File: config.mk
export PLATFORM = sky130hd
export DESIGN_NAME = weather_frame_decoder_flat
export DESIGN_NICKNAME = d
export VERILOG_FILES = /design/src/rtl/wfd_pkg.sv /design/src/rtl/wfd_if.sv /design/src/rtl/weather_frame_decoder.sv /design/src/rtl/wfd_queue.sv /design/src/rtl/wfd_front.sv /design/src/rtl/wfd_back.sv /design/src/flat_wrapper.sv
export SDC_FILE = /design/constraint.sdc
export NUM_CORES = 2
export LEC_CHECK = 0
export BUFFER_PORTS_ARGS = -buffer_cell sky130_fd_sc_hd__buf_2
export CAP_MARGIN = 20
export CORE_MARGIN = 2
export CORE_UTILIZATION = 67
export CTS_CLUSTER_DIAMETER = 50
export DETAILED_ROUTE_END_ITERATION = 6
export PLACE_DENSITY = 0.84
export SLEW_MARGIN = 20
export SYNTH_ARGS = -nofsm -noshare
export SYNTH_HDL_FRONTEND = slang
export SYNTH_SLANG_ARGS = --single-unit
File: constraint.sdc
create_clock -name clock -period 13.5 [get_ports clock]
set_input_delay 0 -clock clock [delete_from_list [all_inputs] [get_ports clock]]
set_output_delay 0 -clock clock [all_outputs]
set_load 0.02 [all_outputs]
File: src/rtl/wfd_pkg.sv
// Shared constants, types and codes of the weather frame decoder.
package wfd_pkg;

   // Frame buffer geometry
   localparam int FRAME_BYTES_DEF = 32;
   localparam int HDR_BYTES       = 12;   // bytes 0..11 feed the decode
   localparam int HDR_IDX_W       = 4;
   localparam int TRIGGER_POS     = 11;
   localparam int WRAP_POS        = 2;
   localparam int CSUM_BYTES      = 10;
   localparam int SUM_HALF        = 5;
   localparam int SUM_HALF_W      = 11;   // five bytes sum below 2048

   // Channel tables
   localparam int CHANNELS  = 16;
   localparam int CH_W      = 4;
   localparam int AGE_W     = 16;
   localparam int TIMEOUT_W = 16;

   localparam logic [7:0]           SYNC_BYTE     = 8'hFF;
   localparam logic [7:0]           STATION_ID    = 8'h42;
   localparam logic [TIMEOUT_W-1:0] TIMEOUT_RESET = 16'd1800;
   localparam logic [AGE_W-1:0]     AGE_MAX       = 16'hFFFF;

   localparam int QUEUE_DEPTH = 2;

   typedef enum logic {
      OP_FRAME,
      OP_TICK
   } op_type;

   typedef enum logic [1:0] {
      KIND_READING  = 2'd0,
      KIND_STALE    = 2'd1,
      KIND_CSUM_ERR = 2'd2
   } kind_type;

   // Work handed from the front to the back
   typedef struct packed {
      op_type                      op;
      logic [HDR_BYTES-1:0][7:0]   frame;
   } cmd_type;

   typedef struct packed {
      logic    valid;
      cmd_type cmd;
   } q_item_type;

   typedef struct packed {
      kind_type           kind;
      logic [CH_W-1:0]    channel;
      logic signed [15:0] temp_tenths;
      logic [7:0]         humidity;
      logic               battery_ok;
      logic               first_seen;
      logic               last;
   } result_type;

   typedef enum logic [2:0] {
      ST_IDLE,
      ST_SUM,
      ST_CHECK,
      ST_AGE,
      ST_SCAN
   } state_type;

endpackage

File: src/rtl/wfd_if.sv
// Handshake channels of the weather frame decoder.
interface wfd_req_if;
   logic       valid;
   logic       ready;
   logic       action;
   logic [7:0] data_byte;

   modport source (output valid, action, data_byte, input ready);
   modport sink   (input valid, action, data_byte, output ready);
endinterface

interface wfd_rsp_if;
   logic               valid;
   logic               ready;
   logic [1:0]         kind;
   logic [3:0]         channel;
   logic signed [15:0] temp_tenths;
   logic [7:0]         humidity;
   logic               battery_ok;
   logic               first_seen;
   logic               last;

   modport source (output valid, kind, channel, temp_tenths, humidity, battery_ok,
                   first_seen, last, input ready);
   modport sink   (input valid, kind, channel, temp_tenths, humidity, battery_ok,
                   first_seen, last, output ready);
endinterface

File: src/rtl/weather_frame_decoder.sv
// Weather frame decoder: the front takes one item per cycle while its two-entry
// command queue has room; a data byte updates the frame position and header
// bytes and queues only a completed frame, so bytes stream at one per cycle too.
// The back works one command at a time: a frame (byte 11 with identifier 0x42)
// is popped, summed in halves, then compared and emitted; a tick is popped and
// aged, then sends one stale item per cycle, while the output register is free,
// for each channel that goes stale. Results sit in an output register, so the
// back keeps working while the last result waits. The timeout register, written
// via csr_wr_en and csr_wr_data, resets to 1800 ticks; no clearing pass needed.
module weather_frame_decoder #(
   parameter int FRAME_BYTES = wfd_pkg::FRAME_BYTES_DEF
) (
   input  logic                          clock,
   input  logic                          reset,
   wfd_req_if.sink                       req_ch,
   wfd_rsp_if.source                     rsp_ch,
   input  logic                          csr_wr_en,
   input  logic [wfd_pkg::TIMEOUT_W-1:0] csr_wr_data
);
   import wfd_pkg::*;

   q_item_type q_push, q_head;
   logic       q_full, q_pop;

   wfd_front #(
      .FRAME_BYTES (FRAME_BYTES)
   ) u_front (
      .clock    (clock),
      .reset    (reset),
      .req_ch   (req_ch),
      .q_full   (q_full),
      .push_out (q_push)
   );

   wfd_queue #(
      .DEPTH (QUEUE_DEPTH)
   ) u_queue (
      .clock   (clock),
      .reset   (reset),
      .push_in (q_push),
      .full    (q_full),
      .pop     (q_pop),
      .head    (q_head)
   );

   wfd_back u_back (
      .clock       (clock),
      .reset       (reset),
      .csr_wr_en   (csr_wr_en),
      .csr_wr_data (csr_wr_data),
      .head        (q_head),
      .pop         (q_pop),
      .rsp_ch      (rsp_ch)
   );

   // The front never pushes into a full queue
   a_no_overflow: assert property (@(posedge clock) disable iff (reset)
      q_push.valid |-> !q_full)
      else $error("push into full command queue");

   // The back pops only real commands
   a_pop_valid: assert property (@(posedge clock) disable iff (reset)
      q_pop |-> q_head.valid)
      else $error("pop from empty command queue");

   // A frame gives exactly one result
   a_frame_last: assert property (@(posedge clock) disable iff (reset)
      rsp_ch.valid && (rsp_ch.kind == KIND_READING || rsp_ch.kind == KIND_CSUM_ERR)
      |-> rsp_ch.last)
      else $error("frame result not marked last");

   // A checksum error carries no reading
   a_csum_clean: assert property (@(posedge clock) disable iff (reset)
      rsp_ch.valid && rsp_ch.kind == KIND_CSUM_ERR
      |-> rsp_ch.channel == '0 && rsp_ch.temp_tenths == '0 && rsp_ch.humidity == '0
          && !rsp_ch.battery_ok && !rsp_ch.first_seen)
      else $error("checksum error carries reading fields");

endmodule

File: src/rtl/wfd_queue.sv
// Short command queue between the front and the back.
module wfd_queue #(
   parameter int DEPTH = wfd_pkg::QUEUE_DEPTH
) (
   input  logic                clock,
   input  logic                reset,
   input  wfd_pkg::q_item_type push_in,
   output logic                full,
   input  logic                pop,
   output wfd_pkg::q_item_type head
);
   import wfd_pkg::*;

   localparam int PTR_W = (DEPTH > 1) ? $clog2(DEPTH) : 1;
   localparam int CNT_W = $clog2(DEPTH + 1);

   cmd_type          entry_ff [DEPTH];
   logic [PTR_W-1:0] wr_ptr_ff, wr_ptr_in;
   logic [PTR_W-1:0] rd_ptr_ff, rd_ptr_in;
   logic [CNT_W-1:0] count_ff, count_in;
   logic             do_push, do_pop;

   assign full       = (count_ff == CNT_W'(DEPTH));
   assign head.valid = (count_ff != '0);
   assign head.cmd   = entry_ff[rd_ptr_ff];
   assign do_push    = push_in.valid && !full;
   assign do_pop     = pop && head.valid;

   // Advance pointers and occupancy
   always_comb begin
      wr_ptr_in = wr_ptr_ff;
      rd_ptr_in = rd_ptr_ff;
      count_in  = count_ff;
      if (do_push) begin
         wr_ptr_in = (wr_ptr_ff == PTR_W'(DEPTH - 1)) ? '0 : wr_ptr_ff + PTR_W'(1);
      end
      if (do_pop) begin
         rd_ptr_in = (rd_ptr_ff == PTR_W'(DEPTH - 1)) ? '0 : rd_ptr_ff + PTR_W'(1);
      end
      if (do_push && !do_pop) begin
         count_in = count_ff + CNT_W'(1);
      end else if (do_pop && !do_push) begin
         count_in = count_ff - CNT_W'(1);
      end
   end

   always_ff @(posedge clock) begin
      if (reset) begin
         wr_ptr_ff <= '0;
         rd_ptr_ff <= '0;
         count_ff  <= '0;
      end else begin
         wr_ptr_ff <= wr_ptr_in;
         rd_ptr_ff <= rd_ptr_in;
         count_ff  <= count_in;
      end
   end

   // Store pushed commands
   always_ff @(posedge clock) begin
      if (do_push) begin
         entry_ff[wr_ptr_ff] <= push_in.cmd;
      end
   end

endmodule

File: src/rtl/wfd_front.sv
// Front part: takes items, tracks the frame position and header bytes, queues work.
module wfd_front #(
   parameter int FRAME_BYTES = wfd_pkg::FRAME_BYTES_DEF
) (
   input  logic                clock,
   input  logic                reset,
   wfd_req_if.sink             req_ch,
   input  logic                q_full,
   output wfd_pkg::q_item_type push_out
);
   import wfd_pkg::*;

   localparam int POS_W = $clog2(FRAME_BYTES);

   logic [POS_W-1:0] pos_ff, pos_in;
   logic [7:0]       frame_ff [HDR_BYTES];
   logic [7:0]       last_ff;
   logic             accept, take_byte, trigger, restart;
   logic [POS_W-1:0] pos_m1;
   logic [POS_W:0]   pos_inc;
   logic [7:0]       prev_byte;

   assign req_ch.ready = !q_full;
   assign accept       = req_ch.valid && req_ch.ready;
   assign take_byte    = accept && !req_ch.action;

   // Find the byte just before the current position
   always_comb begin
      pos_m1 = pos_ff - POS_W'(1);
      if (pos_ff <= POS_W'(HDR_BYTES)) begin
         prev_byte = frame_ff[pos_m1[HDR_IDX_W-1:0]];
      end else begin
         prev_byte = last_ff;
      end
   end

   // Restart on a sync pair, wrap past the end of the buffer
   always_comb begin
      restart = (pos_ff != '0) && (prev_byte == SYNC_BYTE) && (req_ch.data_byte == SYNC_BYTE);
      pos_inc = {1'b0, pos_ff} + (POS_W + 1)'(1);
      pos_in  = pos_ff;
      if (take_byte) begin
         if (restart) begin
            pos_in = '0;
         end else if (pos_inc == (POS_W + 1)'(FRAME_BYTES)) begin
            pos_in = POS_W'(WRAP_POS);
         end else begin
            pos_in = pos_inc[POS_W-1:0];
         end
      end
   end

   // Queue a decode on the last checksum byte with our identifier, and every tick
   always_comb begin
      trigger = (pos_ff == POS_W'(TRIGGER_POS)) && (frame_ff[1] == STATION_ID);
      push_out.valid  = accept && (req_ch.action || trigger);
      push_out.cmd.op = req_ch.action ? OP_TICK : OP_FRAME;
      for (int i = 0; i < HDR_BYTES; i++) begin
         push_out.cmd.frame[i] = frame_ff[i];
      end
      push_out.cmd.frame[TRIGGER_POS] = req_ch.data_byte;
   end

   always_ff @(posedge clock) begin
      if (reset) begin
         pos_ff <= POS_W'(WRAP_POS);
      end else begin
         pos_ff <= pos_in;
      end
   end

   // Hold header bytes; only bytes 0 and 1 have a reset value
   always_ff @(posedge clock) begin
      if (reset) begin
         frame_ff[0] <= '0;
         frame_ff[1] <= '0;
      end else if (take_byte) begin
         for (int i = 0; i < HDR_BYTES; i++) begin
            if (pos_ff == POS_W'(i)) begin
               frame_ff[i] <= req_ch.data_byte;
            end
         end
      end
   end

   always_ff @(posedge clock) begin
      if (take_byte) begin
         last_ff <= req_ch.data_byte;
      end
   end

endmodule

File: src/rtl/wfd_back.sv
// Back part: checks and decodes frames, ages channels, emits results.
module wfd_back (
   input  logic                          clock,
   input  logic                          reset,
   input  logic                          csr_wr_en,
   input  logic [wfd_pkg::TIMEOUT_W-1:0] csr_wr_data,
   input  wfd_pkg::q_item_type           head,
   output logic                          pop,
   wfd_rsp_if.source                     rsp_ch
);
   import wfd_pkg::*;

   state_type             state_ff, state_in;
   cmd_type               cmd_ff;
   logic [SUM_HALF_W-1:0] sum_lo_ff, sum_hi_ff, sum_lo, sum_hi;
   logic [TIMEOUT_W-1:0]  timeout_ff;
   logic [CHANNELS-1:0]   seen_ff, stale_ff, pending_ff, stale_new;
   logic [AGE_W-1:0]      age_ff  [CHANNELS];
   logic [AGE_W-1:0]      age_next[CHANNELS];
   logic [7:0]            hum_ff  [CHANNELS];
   logic                  out_valid_ff;
   result_type            out_ff, out_data;
   logic                  slot_free, load_cmd, load_sum, out_load, age_tick, reading_we;
   logic                  scan_emit, csum_ok;
   logic [CHANNELS-1:0]   scan_oh, scan_rest;
   logic [CH_W-1:0]       scan_ch, ch;
   logic [14:0]           mag;
   logic [15:0]           temp;

   assign slot_free = !out_valid_ff || rsp_ch.ready;
   assign ch        = cmd_ff.frame[2][CH_W-1:0];

   // Checksum halves, five bytes each
   always_comb begin
      sum_lo = '0;
      sum_hi = '0;
      for (int i = 0; i < SUM_HALF; i++) begin
         sum_lo = sum_lo + SUM_HALF_W'(cmd_ff.frame[i]);
         sum_hi = sum_hi + SUM_HALF_W'(cmd_ff.frame[i + SUM_HALF]);
      end
   end

   // Sign-magnitude temperature to two's complement
   always_comb begin
      mag     = {cmd_ff.frame[4][6:0], cmd_ff.frame[3]};
      temp    = cmd_ff.frame[4][7] ? 16'(16'd0 - {1'b0, mag}) : {1'b0, mag};
      csum_ok = (16'(sum_lo_ff) + 16'(sum_hi_ff))
                == {cmd_ff.frame[TRIGGER_POS], cmd_ff.frame[TRIGGER_POS - 1]};
   end

   // Age each lane by one tick and flag newly stale channels
   always_comb begin
      for (int i = 0; i < CHANNELS; i++) begin
         age_next[i]  = (age_ff[i] == AGE_MAX) ? age_ff[i] : age_ff[i] + AGE_W'(1);
         stale_new[i] = seen_ff[i] && !stale_ff[i] && (age_next[i] > timeout_ff);
      end
   end

   // Pick the lowest pending stale channel
   always_comb begin
      scan_oh   = pending_ff & (~pending_ff + CHANNELS'(1));
      scan_rest = pending_ff & ~scan_oh;
      scan_ch   = '0;
      for (int i = 0; i < CHANNELS; i++) begin
         if (scan_oh[i]) begin
            scan_ch = CH_W'(i);
         end
      end
   end

   // Sequence one command at a time
   always_comb begin
      state_in   = state_ff;
      pop        = 1'b0;
      load_cmd   = 1'b0;
      load_sum   = 1'b0;
      out_load   = 1'b0;
      age_tick   = 1'b0;
      reading_we = 1'b0;
      scan_emit  = 1'b0;
      out_data   = '0;
      case (state_ff)
         ST_IDLE: begin
            if (head.valid) begin
               pop      = 1'b1;
               load_cmd = 1'b1;
               state_in = (head.cmd.op == OP_TICK) ? ST_AGE : ST_SUM;
            end
         end
         ST_SUM: begin
            load_sum = 1'b1;
            state_in = ST_CHECK;
         end
         ST_CHECK: begin
            if (slot_free) begin
               out_load      = 1'b1;
               out_data.last = 1'b1;
               if (csum_ok) begin
                  reading_we          = 1'b1;
                  out_data.kind       = KIND_READING;
                  out_data.channel    = ch;
                  out_data.temp_tenths = temp;
                  out_data.humidity   = cmd_ff.frame[5];
                  out_data.battery_ok = !cmd_ff.frame[0][6];
                  out_data.first_seen = !seen_ff[ch];
               end else begin
                  out_data.kind = KIND_CSUM_ERR;
               end
               state_in = ST_IDLE;
            end
         end
         ST_AGE: begin
            age_tick = 1'b1;
            state_in = (stale_new != '0) ? ST_SCAN : ST_IDLE;
         end
         ST_SCAN: begin
            if (slot_free) begin
               out_load          = 1'b1;
               scan_emit         = 1'b1;
               out_data.kind     = KIND_STALE;
               out_data.channel  = scan_ch;
               out_data.humidity = hum_ff[scan_ch];
               out_data.last     = (scan_rest == '0);
               if (scan_rest == '0) begin
                  state_in = ST_IDLE;
               end
            end
         end
         default: begin
            state_in = ST_IDLE;
         end
      endcase
   end

   always_ff @(posedge clock) begin
      if (reset) begin
         state_ff     <= ST_IDLE;
         timeout_ff   <= TIMEOUT_RESET;
         seen_ff      <= '0;
         stale_ff     <= '0;
         pending_ff   <= '0;
         out_valid_ff <= 1'b0;
      end else begin
         state_ff <= state_in;
         if (csr_wr_en) begin
            timeout_ff <= csr_wr_data;
         end
         if (age_tick) begin
            stale_ff   <= stale_ff | stale_new;
            pending_ff <= stale_new;
         end else if (scan_emit) begin
            pending_ff <= scan_rest;
         end else if (reading_we) begin
            seen_ff[ch]  <= 1'b1;
            stale_ff[ch] <= 1'b0;
         end
         if (out_load) begin
            out_valid_ff <= 1'b1;
         end else if (rsp_ch.ready) begin
            out_valid_ff <= 1'b0;
         end
      end
   end

   // Command, sums, channel ages and humidity, result register
   always_ff @(posedge clock) begin
      if (load_cmd) begin
         cmd_ff <= head.cmd;
      end
      if (load_sum) begin
         sum_lo_ff <= sum_lo;
         sum_hi_ff <= sum_hi;
      end
      for (int i = 0; i < CHANNELS; i++) begin
         if (age_tick && seen_ff[i]) begin
            age_ff[i] <= age_next[i];
         end else if (reading_we && (ch == CH_W'(i))) begin
            age_ff[i] <= '0;
            hum_ff[i] <= cmd_ff.frame[5];
         end
      end
      if (out_load) begin
         out_ff <= out_data;
      end
   end

   assign rsp_ch.valid       = out_valid_ff;
   assign rsp_ch.kind        = out_ff.kind;
   assign rsp_ch.channel     = out_ff.channel;
   assign rsp_ch.temp_tenths = out_ff.temp_tenths;
   assign rsp_ch.humidity    = out_ff.humidity;
   assign rsp_ch.battery_ok  = out_ff.battery_ok;
   assign rsp_ch.first_seen  = out_ff.first_seen;
   assign rsp_ch.last        = out_ff.last;

endmodule

File: src/flat_wrapper.sv
// flat-port wrapper written by rule: the top's interface ports become plain ports
module weather_frame_decoder_flat import wfd_pkg::*;
#(
   parameter int FRAME_BYTES = wfd_pkg::FRAME_BYTES_DEF
)
  (clock, reset, csr_wr_en, csr_wr_data, req_ch_valid, req_ch_action, req_ch_data_byte, req_ch_ready, rsp_ch_valid, rsp_ch_kind, rsp_ch_channel, rsp_ch_temp_tenths, rsp_ch_humidity, rsp_ch_battery_ok, rsp_ch_first_seen, rsp_ch_last, rsp_ch_ready);
  wfd_req_if req_ch_i ();
  wfd_rsp_if rsp_ch_i ();
  input  logic clock;
  input  logic reset;
  input  logic csr_wr_en;
  input  logic [wfd_pkg::TIMEOUT_W-1:0] csr_wr_data;
  input wire logic [$bits(req_ch_i.valid)-1:0] req_ch_valid;
  input wire logic [$bits(req_ch_i.action)-1:0] req_ch_action;
  input wire logic [$bits(req_ch_i.data_byte)-1:0] req_ch_data_byte;
  output wire logic [$bits(req_ch_i.ready)-1:0] req_ch_ready;
  output wire logic [$bits(rsp_ch_i.valid)-1:0] rsp_ch_valid;
  output wire logic [$bits(rsp_ch_i.kind)-1:0] rsp_ch_kind;
  output wire logic [$bits(rsp_ch_i.channel)-1:0] rsp_ch_channel;
  output wire logic [$bits(rsp_ch_i.temp_tenths)-1:0] rsp_ch_temp_tenths;
  output wire logic [$bits(rsp_ch_i.humidity)-1:0] rsp_ch_humidity;
  output wire logic [$bits(rsp_ch_i.battery_ok)-1:0] rsp_ch_battery_ok;
  output wire logic [$bits(rsp_ch_i.first_seen)-1:0] rsp_ch_first_seen;
  output wire logic [$bits(rsp_ch_i.last)-1:0] rsp_ch_last;
  input wire logic [$bits(rsp_ch_i.ready)-1:0] rsp_ch_ready;
  assign req_ch_i.valid = req_ch_valid;
  assign req_ch_i.action = req_ch_action;
  assign req_ch_i.data_byte = req_ch_data_byte;
  assign req_ch_ready = req_ch_i.ready;
  assign rsp_ch_valid = rsp_ch_i.valid;
  assign rsp_ch_kind = rsp_ch_i.kind;
  assign rsp_ch_channel = rsp_ch_i.channel;
  assign rsp_ch_temp_tenths = rsp_ch_i.temp_tenths;
  assign rsp_ch_humidity = rsp_ch_i.humidity;
  assign rsp_ch_battery_ok = rsp_ch_i.battery_ok;
  assign rsp_ch_first_seen = rsp_ch_i.first_seen;
  assign rsp_ch_last = rsp_ch_i.last;
  assign rsp_ch_i.ready = rsp_ch_ready;
  weather_frame_decoder #(.FRAME_BYTES(FRAME_BYTES)) u_core (.clock(clock), .reset(reset), .req_ch(req_ch_i), .rsp_ch(rsp_ch_i), .csr_wr_en(csr_wr_en), .csr_wr_data(csr_wr_data));
endmodule
# Word level (Yosys, flattened, before mapping)
# Memory sizes are Yosys's and may differ from the RTL's. A register that Yosys moved wholly into a read port is not among the register bits.
# Index checks and enable logic that the tools add are counted.
# word_totals
register_bits,236
ramBits,674
input_bits,30
out_inout_bits,35
wordCells,620
n_memories,4
# memory_table
name,words,word_bits,rd,rd_ports_with_merged_regs,wr,line_no,rtl
u_core.u_back.age_ff,16,16,16,0,16,wfd_back.sv:18,logic [AGE_W-1:0] age_ff [CHANNELS];
u_core.u_queue.entry_ff,2,97,1,1,1,wfd_queue.sv:17,cmd_type entry_ff [DEPTH];
u_core.u_back.hum_ff,16,8,1,0,1,wfd_back.sv:20,logic [7:0] hum_ff [CHANNELS];
u_core.u_front.frame_ff,12,8,12,0,2,wfd_front.sv:16,logic [7:0] frame_ff [HDR_BYTES];
# op_classes
add_sub_neg,33
n_lt_le_gt_ge,19
eq_ne,57
n_mux,304
n_bitwise,28
n_reduce_logical,142
# op_table
op,count
two-way mux 16 bit,38
"adder 16 x 1 -> 16 bit, second input constant",17
"equality test 16 bit, second input constant",16
greater-than comparator 16 bit,16
two-way mux 8 bit,29
OR reduction 8 bit,25
two-way mux 1 bit,178
two-way mux 4 bit,39
logical AND 1 bit,75
bitwise AND 16 bit,3
NOT 16 bit,3
two-way mux 33 bit,1
"equality test 4 bit, second input constant",8
OR 16 bit,2
two-way mux 30 bit,1
zero test 1 bit,23
adder 10 x 8 -> 11 bit,2
adder 11 x 8 -> 11 bit,2
adder 9 x 8 -> 10 bit,2
"equality test 5 x 3 -> 1 bit, second input constant",4
"equality test 5 x 4 -> 1 bit, second input constant",4
adder 8 x 8 -> 9 bit,2
OR 1 bit,18
equality test 12 x 16 -> 1 bit,1
46 further kinds,74

# Logic depth before layout (Yosys ltp)
# logic_depth
word_depth,25
depth_mapped,18
depth_no_buf,17

# By module
# Synthesis repeated with hierarchy kept, for this count alone.
# hier_totals
hier_cells,3879
area_unflattened_um2,47913.5
# by_module_without_submodules
module,n_inst,cells_each,area_each_um2,seq_area_each_um2
wfd_back,1,3289,36347.4,17266.6
wfd_queue,1,327,7337.0,5925.7
wfd_front,1,263,4229.1,3223.1

# Worst setup path after synthesis
# OpenSTA, ideal clock, no wires.
# synth_path
path_type,register -> register
from,reg u_core.u_front.pos_ff[1]
to,"mem u_core.u_queue.entry_ff[0][0] (netlist name), enable pin"
setup_ns,0.672
t_arrival_ns,7.534
required_ns,12.828
setup_slack_ns,5.294
stages_incl_launch_ff,5
n_path_buf,0
synth_period_minus_slack_ns,8.206
path_cell_list,dfxtp_1 -> ha_1 -> nor4b_1 -> a31oi_1 -> nor3_1
# synth_via
elab_chain_len,7
# synth_rtl
item,line_no,rtl
start: declaration,wfd_front.sv:15,"logic [POS_W-1:0] pos_ff, pos_in;"
start signal: assignment,wfd_front.sv:66,pos_ff <= POS_W'(WRAP_POS);
start signal: assignment,wfd_front.sv:68,pos_ff <= pos_in;
equality test 5 x 4 -> 1 bit,wfd_front.sv:55,trigger = (pos_ff == POS_W'(TRIGGER_POS)) && (frame_ff[1] == STATION_ID);
logical AND 1 bit,wfd_front.sv:55,
logical OR 1 bit,wfd_front.sv:56,push_out.valid = accept && (req_ch.action || trigger);
logical AND 1 bit,wfd_front.sv:56,
logical AND 1 bit,wfd_queue.sv:26,assign do_push = push_in.valid && !full;
two-way mux 1 bit,wfd_queue.sv:61,if (do_push) begin
two-way mux 1 bit (not written as such),wfd_queue.sv:62,entry_ff[wr_ptr_ff] <= push_in.cmd;
end: declaration,wfd_queue.sv:17,
# Every way passes these cells.

==> impl_results.md <==
- Status: complete, but fails checks
- Failing checks: DRC
- Number of max-cap violations: 0
- R2R setup slack: ~7.8 ns
- Post-synth EDFFs: 817
- Die H: ~270 microns
- Peak supply drop: ~0.0003 V
- Met3 usage: approximately 6.1%
- Die area: 0.0732 sq mm
- Hold Crit Endpoint: u_core.u_queue.entry_ff[0][96]
- Number of synthesized register bits: slightly above 900
- Period utilisation layout: between 40% and 50%
- Post-Syn Area: ~0.048 sq mm
- RSZ-0062 raised after global routing: no
- Reg2Reg Depth: 12
- Clk sinks: approximately 900
- Largest net degree at the start of global routing: 81
- WL/cell: 25.2 microns
- FP Rows: 97
- Critical path type: flop to flop
- Die Wd: between 200 and 300 microns
- GRT Util Overall: 34.7%
- Ys flop type: edfxtp_1
- Total Wirelength: approximately 130000 microns
- Core area: 0.0701 sq mm
- Max Slew Vio Count: 0
- Crit end category: flop
- Worst reg2reg endpoint: u_core.u_back.age_ff[1][120]
- Slowest stage delay, CP: 1.00 ns
- Crit Reg-Reg Startpoint: u_core.u_back.sum_lo_ff[0]
- First-pass iteration count of the detailed router: 7
- Met2 usage: 57.3%
- Gr busiest metal: met2
- CP Max Fanout: around 80
- Setup violations, final: 0
- Vias in the first global route: between 30000 and 40000
- Post-CTS resize count: 0
- Worst-Skew Late Latency: 0.70 ns
- Core Util, Final: 75.4%
- Crit-path slowest cell: nor3_2
- Synth-to-Final Area Change: 11.0%
- Maximum buffer depth of the clock tree: 3
- H-tree depth: 3
- Yosys warnings: 0
- Via density: between 6 and 7
- Setup bufs post-CTS: 0
- Synth cell types: 78
- Setup TNS: 0 ns
- Total CTS buffers: 96
- DR vias: 34353
- CP Cell Sequence: ha_1, inv_1, fa_1, xor2_1, o2111ai_1, a2111oi_2, nand2_1, a2111o_1, or4_4, buf_4, nor3_2, a21o_1
- Post-synth net total: 4295
- Hold Path Depth: 2
- Clock root buffer: clkbuf_16
- Initial Utilization: between 60% and 70%
- Min Hold Slack: ~0.16 ns
- HP Class: primary input to flop
- Routability Congestion: about 0.96
- Leak pwr: between 0.015 and 0.02 uW
- CTS clk-pin slew, worst paths: about 0.060 ns
- First-pass GRT wire length: approximately 200000 microns
- Post-synthesis async set-or-reset flop share: 0%
- Avg Cell Area, Syn: between 10 and 15 sq um
- DRT iter0 DRCs: between 4000 and 5000
- Layout cells sized above 1: a little over a tenth
- Arrival time at the worst endpoint: just over 6 ns
- Initial antenna violation count: 4
- Post-DP HPWL: roughly 80000 microns
- Grt total ovfl: 0
- Final ANT Viol Nets: 0
- CP required: 13.81 ns
- Startpoint types: flop
- Max Clock Freq: about 170 MHz
- Clk_skew: around 0.052 ns
- TritonCTS clock tree: done
- Seq/Total Area, Yosys: a little under three fifths
- Min Tclk post-route: roughly 5.7 ns
- # IOs: 65
- Cells after synthesis: roughly 4000
- Max-slew headroom: between 20% and 30%
- Fin nets: ~4400
- GR Util met1: 43.3%
- IO buf count: between 60 and 70
- DRC: 6
- Final Hold Viols: 0
- PwrDens: approximately 190 mW/mm^2
- Hold path start: req_ch_action
- Worst-margin pin slew: 1.11 ns
registers in the layout (all words and copies together), names as in the netlist, 2 cells and up, named ones only:
register / cells
u_core.u_back.timeout_ff: 16
u_core.u_back.hum_ff: 128
u_core.u_back.cmd_ff: 92
u_core.u_back.ch: 4
u_core.u_back.sum_lo_ff: 11
u_core.u_back.rsp_ch.channel: 4
u_core.u_back.age_ff: 256
u_core.u_back.sum_hi_ff: 11
u_core.u_back.rsp_ch.humidity: 8
u_core.u_back.stale_ff: 16
u_core.u_queue.entry_ff: 194
u_core.u_front.pos_ff: 5
u_core.u_back.pending_ff: 16
u_core.u_back.state_ff: 3
u_core.u_back.seen_ff: 16
u_core.u_back.rsp_ch.temp_tenths: 16
u_core.u_front.frame_ff: 96
u_core.u_back.rsp_ch.kind: 2
u_core.u_queue.count_ff: 2
u_core.u_front.last_ff: 8
Yosys cell counts, types with 10 or more instances:
cell type	instances	area, sq um
edfxtp_1	817	24500
ha_1	312	3900
nand2_1	299	1120
nor2_1	278	1040
a21oi_1	160	801
xnor2_1	155	1360
nand3_1	153	766
mux2_2	117	1320
nand4_1	111	694
o21ai_0	111	556
clkbuf_1	109	409
inv_1	104	390
nor2b_1	104	651
dfxtp_1	94	1880
nor3_1	94	470
o31a_1	92	806
xor2_1	79	692
o21a_1	70	526
and3_1	51	319
fa_1	47	941
o41a_1	44	495
nor4_1	40	250
mux2i_1	38	380
a21o_1	37	278
nand2b_1	35	219
a31oi_1	33	206
and2_1	29	181
o211ai_1	29	218
buf_2	25	125
a211oi_1	22	165
and4_1	20	175
or3_1	17	106
nor3b_1	10	75.1
timing repair:
| item | in CTS | in global routing |
|---|---|---|
| endpoints found under the setup margin | 0 | 0 |
| hold buffers | 51 | 0 |
| hold endpoints to repair | 147 | 0 |
logic make-up after synthesis:
family	count (synthesis)	synth area share (%)
AOI/OAI and AO/OA	702	10.4
xor gates and xnor gates	234	4.30
adders and majority gates	360	10.2
buffers and inverters	249	2.06
DFF	911	55.5
muxes	161	3.85
and+or+nand+nor	1289	13.8
worst max path at each step:
stage | from | end | slack (ns)
2_1_floorplan | u_core.u_front.pos_ff[1] | u_core.u_queue.entry_ff[0][0] | 5.29
3_3_place_gp | u_core.u_back.sum_lo_ff[0] | u_core.u_back.age_ff[1][100] | 8.06
3_5_place_dp | u_core.u_back.sum_lo_ff[0] | u_core.u_back.age_ff[1][100] | 7.96
4_1_cts | u_core.u_back.sum_lo_ff[0] | u_core.u_back.age_ff[1][120] | 7.89
5_1_grt | u_core.u_back.sum_lo_ff[0] | u_core.u_back.age_ff[1][21] | 7.59
6_report | u_core.u_back.sum_lo_ff[0] | u_core.u_back.age_ff[1][120] | 7.78
per-stage QoR:
step | cell area [sq um] | instances | power [uW] | setup WS, ns
2_1_floorplan | 47600 | 3906 | 5960 | 5.29
3_3_place_gp | 49000 | 4822 | 6910 | 8.06
3_5_place_dp | 49000 | 4822 | 7100 | 7.96
4_1_cts | 52900 | 5048 | 10100 | 7.89
5_1_grt | 52900 | 5048 | 10500 | 7.59
6_report | 52900 | 5050 | 10200 | 7.78
power by group:
group	switching (uW)	internal, uW	leakage (uW)
sequential	275	3590	0.00823
combinational	2240	1270	0.00890
clock	1180	1610	0.00162
total	3690	6460	0.0187
routing by layer:
metal | vias up | wire length, microns
met2 | 2096 | 61000
li1 | 15085 | -
met5 | - | 10
met4 | 2 | 8290
met1 | 16621 | 46100
met3 | 549 | 11900
cell usage in the layout, fill, tap and decap left out, types with 93 or more instances in the layout:
cell type and n:
mux2_2 117, dfxtp_1 93, xnor2_1 155, nor2_1 277, a21oi_1 159, nand3_1 153
clkbuf_16 97, edfxtp_1 817, o21ai_0 111, ha_1 312, inv_1 103, nand2_1 295
nor2b_1 104, nand4_1 111
final cells by class:
| cell class | instances | area [sq um] |
|---|---|---|
| timing repair buffer | 170 | 1240 |
| fill | 4261 | 17300 |
| multi-input combinational | 2746 | 20300 |
| tap | 940 | 1180 |
| clock inverter | 54 | 771 |
| inverter | 106 | 400 |
| sequential | 911 | 26400 |
| clock buffer | 121 | 2570 |
| antenna | 2 | 5.00 |
worst max-delay path, delay by kind of cell, from the launching register on:
kind                       cells  cell delay, ns
buffers and inverters          2            0.55
xor gates and xnor gates       1            0.17
AOI/OAI and AO/OA              4            1.55
and+or+nand+nor                3            1.86
DFF                            1            0.40
adders and majority gates      2            0.69
Note: power is estimated with default switching activity, not from simulation.
